## config.mk

```make
export PLATFORM = sky130hd
export DESIGN_NAME = meter_frame_deframer_flat
export DESIGN_NICKNAME = d
export VERILOG_FILES = /design/src/hw/rtl/mfd_pkg.sv /design/src/hw/rtl/mfd_byte_if.sv /design/src/hw/rtl/mfd_frame_if.sv /design/src/hw/rtl/meter_frame_deframer.sv /design/src/flat_wrapper.sv
export SDC_FILE = /design/constraint.sdc
export NUM_CORES = 1
export LEC_CHECK = 0
export ABC_CLOCK_PERIOD_IN_PS = 12630
export BUFFER_PORTS_ARGS = -buffer_cell sky130_fd_sc_hd__buf_2
export CAP_MARGIN = 20
export CORE_ASPECT_RATIO = 0.75
export CORE_MARGIN = 1.5
export CORE_UTILIZATION = 49
export DETAILED_ROUTE_END_ITERATION = 8
export GPL_ROUTABILITY_DRIVEN = 1
export HOLD_SLACK_MARGIN = 0.12
export PLACE_DENSITY_LB_ADDON = 0.3
export SETUP_SLACK_MARGIN = 0.05
export SYNTH_ARGS = -nofsm -noshare
export SYNTH_HDL_FRONTEND = slang
export SYNTH_SLANG_ARGS = --single-unit
```

## constraint.sdc

```tcl
create_clock -name clk -period 12.63 [get_ports clk]
set_input_delay 2.526 -clock clk [delete_from_list [all_inputs] [get_ports clk]]
set_output_delay 2.526 -clock clk [all_outputs]
set_load 0.01 [all_outputs]
```

## src/hw/rtl/mfd_pkg.sv

```systemverilog
// ----------------------------------------------------------------------------
// mfd_pkg
// Types and constants shared by the meter frame deframer and its interfaces.
// ----------------------------------------------------------------------------
package mfd_pkg;

	localparam int PAYLOAD_BYTES = 20;
	localparam int POS_W         = 5;
	localparam int ADDR_W        = 2;
	localparam int DATA_W        = 32;

	localparam logic [7:0]        SYNC_RESET = 8'hAA;
	localparam logic [ADDR_W-1:0] ADDR_SYNC  = 2'd0;

	localparam logic [POS_W-1:0] POS_FIRST = 5'd1;
	localparam logic [POS_W-1:0] POS_LAST  = 5'd20;

	typedef logic [7:0] byte_t;

	typedef struct packed {
		logic [15:0]        offset_raw;
		logic [7:0]         level_raw;
		logic [15:0]        freq_mantissa;
		logic [7:0]         freq_exponent;
		logic [7:0]         flag_bits;
		logic [31:0]        setup_codes;
		logic [23:0]        second_mantissa;
		logic signed [7:0]  second_exponent;
		logic [23:0]        prime_mantissa;
		logic signed [7:0]  prime_exponent;
		logic [7:0]         change_marker;
		logic               frame_good;
	} mfd_frame_t;

endpackage

```

## src/hw/rtl/mfd_byte_if.sv

```systemverilog
// ----------------------------------------------------------------------------
// mfd_byte_if
// Request channel carrying one received byte.
// ----------------------------------------------------------------------------
interface mfd_byte_if
	import mfd_pkg::*;
();
	logic  valid;
	logic  ready;
	byte_t rx_byte;

	modport source (output valid, output rx_byte, input ready);
	modport sink   (input valid, input rx_byte, output ready);
endinterface

```

## src/hw/rtl/mfd_frame_if.sv

```systemverilog
// ----------------------------------------------------------------------------
// mfd_frame_if
// Request channel carrying one unpacked measurement frame.
// ----------------------------------------------------------------------------
interface mfd_frame_if
	import mfd_pkg::*;
();
	logic       valid;
	logic       ready;
	mfd_frame_t frame;

	modport source (output valid, output frame, input ready);
	modport sink   (input valid, input frame, output ready);
endinterface

```

## src/hw/rtl/meter_frame_deframer.sv

```systemverilog
// ----------------------------------------------------------------------------
// meter_frame_deframer
// Hunts for the sync byte, collects a 22-byte measurement frame and emits its
// unpacked fields with a checksum verdict.
// ----------------------------------------------------------------------------
//  Channel  Dir  Handshake      Contents
//  rx       in   valid/ready    rx_byte, one received byte
//  frames   out  valid/ready    unpacked frame fields and frame_good
//  APB      in   psel/penable   sync_value at address 0
//
//  One byte is accepted every cycle unless the input stalls as described
//  below; a frame result passes from the input register, holding its checksum
//  byte, into the result register, from which it is offered on frames.
//  Reset clears the hunt state, the counter and the sum, and restores the
//  sync value to 0xAA.
//  Input requests stall only when a checksum byte waits in the input register
//  while the result register is still full and not being taken.
// ----------------------------------------------------------------------------
module meter_frame_deframer
	import mfd_pkg::*;
(
	input  logic              clk,
	input  logic              arst_n,
	input  logic              psel,
	input  logic              penable,
	input  logic              pwrite,
	input  logic [ADDR_W-1:0] paddr,
	input  logic [DATA_W-1:0] pwdata,
	output logic [DATA_W-1:0] prdata,
	output logic              pready,
	mfd_byte_if.sink          rx,
	mfd_frame_if.source       frames
);

	logic             sync_wr;
	byte_t            sync_value_q;
	logic             valid_s1;
	byte_t            byte_s1;
	logic             collecting_q;
	logic [POS_W-1:0] pos_q;
	byte_t            sum_q;
	byte_t            store_q [PAYLOAD_BYTES];
	logic             out_valid_q;
	mfd_frame_t       frame_q;

	logic             is_payload;
	logic             is_chk;
	logic             advance;
	logic             step;
	logic             load;
	logic [POS_W-1:0] store_idx;
	mfd_frame_t       frame_d;

	assign pready  = 1'b1;
	assign sync_wr = psel && penable && pwrite && (paddr == ADDR_SYNC);

	always_comb begin
		prdata = '0;
		if (paddr == ADDR_SYNC) begin
			prdata = {{(DATA_W-8){1'b0}}, sync_value_q};
		end
	end

	always_ff @(posedge clk or negedge arst_n) begin
		if (!arst_n) begin
			sync_value_q <= SYNC_RESET;
		end else if (sync_wr) begin
			sync_value_q <= pwdata[7:0];
		end
	end

	assign is_payload = collecting_q && (pos_q >= POS_FIRST) && (pos_q <= POS_LAST);
	assign is_chk     = collecting_q && !is_payload;
	assign advance    = !(is_chk && out_valid_q && !frames.ready);
	assign step       = valid_s1 && advance;
	assign load       = step && is_chk;
	assign rx.ready   = !valid_s1 || advance;
	assign store_idx  = pos_q - POS_FIRST;

	always_ff @(posedge clk or negedge arst_n) begin
		if (!arst_n) begin
			valid_s1 <= 1'b0;
		end else if (rx.ready) begin
			valid_s1 <= rx.valid;
		end
	end

	always_ff @(posedge clk) begin
		if (rx.ready && rx.valid) begin
			byte_s1 <= rx.rx_byte;
		end
	end

	always_ff @(posedge clk or negedge arst_n) begin
		if (!arst_n) begin
			collecting_q <= 1'b0;
			pos_q        <= '0;
			sum_q        <= '0;
		end else if (step) begin
			if (!collecting_q) begin
				if (byte_s1 == sync_value_q) begin
					collecting_q <= 1'b1;
					pos_q        <= POS_FIRST;
					sum_q        <= byte_s1;
				end
			end else if (is_payload) begin
				pos_q <= pos_q + POS_FIRST;
				sum_q <= sum_q + byte_s1;
			end else begin
				collecting_q <= 1'b0;
				pos_q        <= '0;
				sum_q        <= '0;
			end
		end
	end

	always_ff @(posedge clk) begin
		if (step && is_payload) begin
			store_q[store_idx] <= byte_s1;
		end
	end

	always_comb begin
		frame_d.offset_raw      = {store_q[1], store_q[0]};
		frame_d.level_raw       = store_q[2];
		frame_d.freq_mantissa   = {store_q[4], store_q[3]};
		frame_d.freq_exponent   = store_q[5];
		frame_d.flag_bits       = store_q[6];
		frame_d.setup_codes     = {store_q[7], store_q[8], store_q[9], store_q[10]};
		frame_d.second_mantissa = {store_q[13], store_q[12], store_q[11]};
		frame_d.second_exponent = $signed(store_q[14]);
		frame_d.prime_mantissa  = {store_q[17], store_q[16], store_q[15]};
		frame_d.prime_exponent  = $signed(store_q[18]);
		frame_d.change_marker   = store_q[19];
		frame_d.frame_good      = (byte_s1 == sum_q);
	end

	always_ff @(posedge clk or negedge arst_n) begin
		if (!arst_n) begin
			out_valid_q <= 1'b0;
		end else if (load) begin
			out_valid_q <= 1'b1;
		end else if (frames.ready) begin
			out_valid_q <= 1'b0;
		end
	end

	always_ff @(posedge clk) begin
		if (load) begin
			frame_q <= frame_d;
		end
	end

	assign frames.valid = out_valid_q;
	assign frames.frame = frame_q;

`ifndef SYNTHESIS
	a_result_from_checksum: assert property (@(posedge clk) disable iff (!arst_n)
		$rose(out_valid_q) |-> $past(valid_s1 && is_chk))
		else $error("result raised without a checksum byte");

	a_position_range: assert property (@(posedge clk) disable iff (!arst_n)
		collecting_q |-> (pos_q >= POS_FIRST) && (pos_q <= POS_LAST + POS_FIRST))
		else $error("byte position out of range while collecting");

	a_hunt_position: assert property (@(posedge clk) disable iff (!arst_n)
		!collecting_q |-> (pos_q == '0) && (sum_q == '0))
		else $error("position or sum not cleared while hunting");

	a_back_to_hunt: assert property (@(posedge clk) disable iff (!arst_n)
		load |=> !collecting_q && out_valid_q)
		else $error("checksum byte did not end the frame");

	a_stall_cause: assert property (@(posedge clk) disable iff (!arst_n)
		!rx.ready |-> out_valid_q && !frames.ready && is_chk)
		else $error("input stalled with room in the result register");
`endif

endmodule

```

## src/flat_wrapper.sv

```systemverilog
// flat-port wrapper written by rule: the top's interface ports become plain ports
module meter_frame_deframer_flat import mfd_pkg::*;
  (clk, arst_n, psel, penable, pwrite, paddr, pwdata, prdata, pready, rx_valid, rx_rx_byte, rx_ready, frames_valid, frames_frame, frames_ready);
  mfd_byte_if rx_i ();
  mfd_frame_if frames_i ();
  input  logic clk;
  input  logic arst_n;
  input  logic psel;
  input  logic penable;
  input  logic pwrite;
  input  logic [ADDR_W-1:0] paddr;
  input  logic [DATA_W-1:0] pwdata;
  output logic [DATA_W-1:0] prdata;
  output logic pready;
  input wire logic [$bits(rx_i.valid)-1:0] rx_valid;
  input wire logic [$bits(rx_i.rx_byte)-1:0] rx_rx_byte;
  output wire logic [$bits(rx_i.ready)-1:0] rx_ready;
  output wire logic [$bits(frames_i.valid)-1:0] frames_valid;
  output wire logic [$bits(frames_i.frame)-1:0] frames_frame;
  input wire logic [$bits(frames_i.ready)-1:0] frames_ready;
  assign rx_i.valid = rx_valid;
  assign rx_i.rx_byte = rx_rx_byte;
  assign rx_ready = rx_i.ready;
  assign frames_valid = frames_i.valid;
  assign frames_frame = frames_i.frame;
  assign frames_i.ready = frames_ready;
  meter_frame_deframer u_core (.clk(clk), .arst_n(arst_n), .psel(psel), .penable(penable), .pwrite(pwrite), .paddr(paddr), .pwdata(pwdata), .prdata(prdata), .pready(pready), .rx(rx_i), .frames(frames_i));
endmodule
```

# --- Word level (Yosys, flattened, before mapping) ---
# Memories as Yosys holds them, arrays and structs flattened. A register that Yosys moved wholly into a read port is not among the register bits.
# Index checks and enable logic that the tools add are counted.
totals:
  ff_bits: 33
  ram_bits: 160
  input_bits: 49
  out_inout_bits: 196
  wordCells: 51
  mem_count: 1
op_classes:
  add_sub_neg: 3
  order_cmp: 2
  eq_ne: 2
  n_mux: 14
  reduce_logical: 21
memory_table:
  columns: ["name", "words", "word_bits", "read_ports", "rd_clocked_by_memory_dff", "wr", "line_no", "text"]
  rows:
  - ["u_core.store_q", 20, 8, 20, 20, 1, "meter_frame_deframer.sv:42", "byte_t store_q [PAYLOAD_BYTES];"]
op_table:
  columns: ["op", "n"]
  rows:
  - ["8-bit 2-to-1 mux", 4]
  - ["8-bit equality test", 2]
  - ["5-bit 2-to-1 mux", 3]
  - ["1-bit logical AND", 12]
  - ["8-bit adder", 1]
  - ["1-bit 2-to-1 mux", 7]
  - ["5-bit by 1-bit adder with 5-bit output, second input constant", 1]
  - ["5-bit by 1-bit greater-or-equal comparator with 1-bit output, second input constant", 1]
  - ["5-bit less-or-equal comparator, second input constant", 1]
  - ["5-bit by 1-bit subtractor with 5-bit output, second input constant", 1]
  - ["1-bit logical NOT", 4]
  - ["2-bit nonzero test", 2]
  - ["2-bit logical NOT", 1]
  - ["2-bit AND reduction", 1]
  - ["1-bit logical OR", 1]

# --- Logic depth before layout (Yosys ltp) ---
logic_depth:
  depth_word: 12
  ltp_mapped: 10
  depth_no_buf: 8

# --- Least setup slack after synthesis ---
# Ideal clock, no wire load.
synth_timing:
  path_type: "input to register"
  startpoint: "input frames_ready"
  endpoint: "register frames_frame[100] (netlist name)"
  setup_ns: 0.881
  t_arrival_ns: 13.487
  required_time_ns: 11.749
  slack_ns: -1.738
  cell_stages: 2
  n_path_buf: 0
  path_cell_list: "nor2b_1 nor3_1"
synth_between:
  elab_chain_len: 5
synth_lines:
  columns: ["item", "line_no", "text"]
  rows:
  - ["start: declaration", "flat_wrapper.sv:20", "input wire logic [$bits(frames_i.ready)-1:0] frames_ready;"]
  - ["1-bit logical NOT", "meter_frame_deframer.sv:74", "assign advance = !(is_chk && out_valid_q && !frames.ready);"]
  - ["1-bit logical AND", "meter_frame_deframer.sv:74", null]
  - ["1-bit logical NOT", "meter_frame_deframer.sv:74", null]
  - ["1-bit logical AND", "meter_frame_deframer.sv:75", "assign step = valid_s1 && advance;"]
  - ["1-bit logical AND", "meter_frame_deframer.sv:76", "assign load = step && is_chk;"]
  - ["via u_core.load", "meter_frame_deframer.sv:50", "logic load;"]
# The timed path passes the listed nets, and every way through them passes these cells.
# A chain may end at the register's enable or synchronous reset.

# --- Final worst setup path ---
layout_timing:
  startpoint: "input frames_ready"
  endpoint: "output rx_ready"
layout_between:
  elab_chain_len: 4
layout_lines:
  columns: ["item", "line_no", "text"]
  rows:
  - ["1-bit logical NOT", "meter_frame_deframer.sv:74", null]
  - ["1-bit logical AND", "meter_frame_deframer.sv:74", null]
  - ["1-bit logical NOT", "meter_frame_deframer.sv:74", null]
  - ["1-bit logical OR", "meter_frame_deframer.sv:77", "assign rx.ready = !valid_s1 || advance;"]
  - ["end: declaration", "flat_wrapper.sv:17", "output wire logic [$bits(rx_i.ready)-1:0] rx_ready;"]
# No other way between the ends.

==> run summary <==
Met1 Routed Length = 10100 um
status = finished clean
Crit Path Max Fanout = 5
register area share after synthesis = 87.5%
CTS tree = done
Hold Crit Class = register to register
Clock Skew = 0.0158 ns
Initial DRC Count = 433
grt ovf = 0
Netlist cell types = 49
TNS Setup = 0 ns
Setup Viol. Count Final = 0
initial antenna violation count = 0
Vias = 5661
Seq cells post-synth = 353
effective utilization at floorplan = 50.0%
chip width = 184 um
max-slew violations = 0
max frequency = 0.170 GHz
Rel. slew slack = 25.5%
wire per inst = 19.0 um
final hold vios = 0
CP peak stage delay = 0.40 ns
CTS Sinks = 353
hold path depth = 0
die area = 0.0254 mm2
Synth area leader = edfxtp_1
Clock Path Buffers = 3
Syn-to-layout area delta = 20.5%
clock slew at reported path FFs = 0.06 ns
RSZ-0062 raised after global routing = false
Cell Pwr Density = 205 mW/mm2
DP HPWL = 13500 um
CP endpoint kind = primary output
Num CTS Buffers = 34
synth cell count leaders = 329 x edfxtp_1, 25 x buf_4, 23 x nor2_1
Vias/cell = 4.87
Mapped Cells = 572
Mapped Area = 0.0120 mm2
Max-Cap Viols = 0
crit-path cells = buf_2 > nor2b_1 > nand2_1 > buf_2
met3 routed WL = 1340 um
number of synthesized flops with an enable pin = 329
nets@finish = 870
first-pass GRT wire length = 32900 um
hold buffers post-CTS = 0
largest cells by area after synthesis = edfxtp_1 82%, dfrtp_1 4.2%, buf_4 1.6%
ANT nets after route = 0
Peak VDD IR = 101 uV
CTS root buf = clkbuf_16
worst slew pin tran = 1.11 ns
CP startpoint kind = input port
share of layout cells above drive strength 1 = 33.3%
Yosys Warn Count = 0
antenna fix cells = 0
min Tclk post-route = 5.88 ns
Yosys top cell area share = 82.5%
cell area after layout = 0.0144 mm2
TritonRoute pass-1 iters = 5
H-tree Lvls = 2
I/O pin cnt = 245
Avg Cell Area, Syn = 20.9 um2
Clock Latency Late Sink = 0.51 ns
final worst-path cycle share = 46.6%
drt total wl = 22100 um
worst path arrival time = 3.35 ns
Detail Route met2 WL = 10300 um
Placed Area = 0.0133 mm2
vias in the first global route = 5561
predominant post-synthesis flop cell = edfxtp_1
DRC viols = 0
Buffers on Ports = 195
Worst Setup Path Type = input port to primary output
cts repair resizes = 0
DIE HEIGHT = 138 um
pin count of the biggest net entering global routing = 87
count leader, synth = edfxtp_1
CP most frequent cell = buf_2
worst path required time = 10.10 ns
GRT Util Overall = 17.3%
gpl congestion = 0.791
max layer used = met4
Core Area = 0.0240 mm2
share of flip-flops with an asynchronous set or reset = 6.80%
CP max stage cell = nor2b_1
# Post-CTS Setup Buffers = 0
Pleak = 5.18 nW
r2r worst-path depth = 9
Rows = 49
[sequential cells by signal, indices dropped and copies added (netlist names)]
name and count:
u_core.collecting_q 1, u_core.sync_value_q 8, frames_frame 160, u_core.valid_s1 1
u_core.byte_s1 8, u_core.store_q 160, u_core.frames.frame 1, u_core.sum_q 8
u_core.frames.valid 1, u_core.pos_q 5
[cell families (layout without fill, tap and decap cells)]
logic type	count (synthesis)	in the layout	synth area share (%)
buffers and inverters	43	280	2.32
XOR/XNOR	15	15	1.10
flip-flops	353	353	87.5
AO/OA/AOI/OAI	49	49	2.84
multiplexers	10	10	0.919
other	2	25	0.0627
adder cells (fa/ha/maj)	14	14	1.53
AND/OR/NAND/NOR	86	86	3.70
[routing by layer]
metal | up-vias | track usage, %
met5 | - | 0
met4 | 0 | 4.23
met3 | 35 | 3.66
met2 | 222 | 27.7
met1 | 2781 | 24.5
li1 | 2623 | -
[cell type report]
cell class	instances	area [um2]
Sequential cell	353	10500
Tap cell	331	414
Fill cell	1734	9540
Clock inverter	18	161
Clock buffer	43	916
Multi-Input combinational cell	199	1310
Timing Repair Buffer	210	1110
Inverter	9	33.8
[report_power, final]
group          total, mW  switching, mW  internal (mW)
Sequential          1.54         0.0815           1.46
Combinational      0.450          0.281          0.169
Clock              0.966          0.408          0.558
Total               2.96          0.770           2.19
[per-stage QoR]
| stage | setup WS, ns | utilization, % | power, mW | hold slack (ns) | instances |
|---|---|---|---|---|---|
| global placement | 6.80 | 55.4 | 1.99 | 0.401 | 1096 |
| CTS | 6.76 | 60.0 | 2.98 | 0.407 | 1158 |
| floorplan | 3.25 | - | 1.86 | 0.400 | 595 |
| finish | 6.75 | 60.2 | 2.96 | 0.406 | 1163 |
| global route | 6.70 | 60.2 | 3.09 | 0.412 | 1163 |
| detailed placement | 6.77 | 55.5 | 2.01 | 0.405 | 1097 |
[worst max-delay path: cells and delay by family]
| kind | cells | cell delay [ns] |
|---|---|---|
| simple gates | 2 | 0.55 |
| buf+inv | 2 | 0.28 |
[worst paths after layout]
check | start | to | slack [ns]
worst max-delay path | frames_ready | rx_ready | 6.75
worst min register to register | u_core.store_q[1][7]$_DFFE_PP_ | frames_frame[160]$_DFFE_PP_ | 0.41
worst min-delay path | u_core.store_q[1][7]$_DFFE_PP_ | frames_frame[160]$_DFFE_PP_ | 0.41
min in group asynchronous | arst_n | u_core.sync_value_q[2]$_DFFE_PN0P_ | 2.03
max in group asynchronous | arst_n | u_core.pos_q[0]$_DFFE_PN0P_ | 10.20
worst max register to register | u_core.pos_q[0]$_DFFE_PN0P_ | frames_frame[108]$_DFFE_PP_ | 8.56
[placed cells by master (no fill, tap or decap), types with 5 or more instances in the layout]
cell type,instances
clkbuf_1,7
mux2_2,8
nor2_1,23
xnor2_1,10
o21ai_0,6
buf_2,196
conb_1,25
buf_4,9
o21a_1,7
nor2b_1,9
edfxtp_1,329
a21oi_1,12
nand2_1,13
ha_1,13
and2_1,10
nor3_1,12
clkbuf_16,35
clkinv_1,7
xor2_1,5
inv_1,9
dfrtp_1,20
Note: power is estimated with default switching activity, not from simulation.
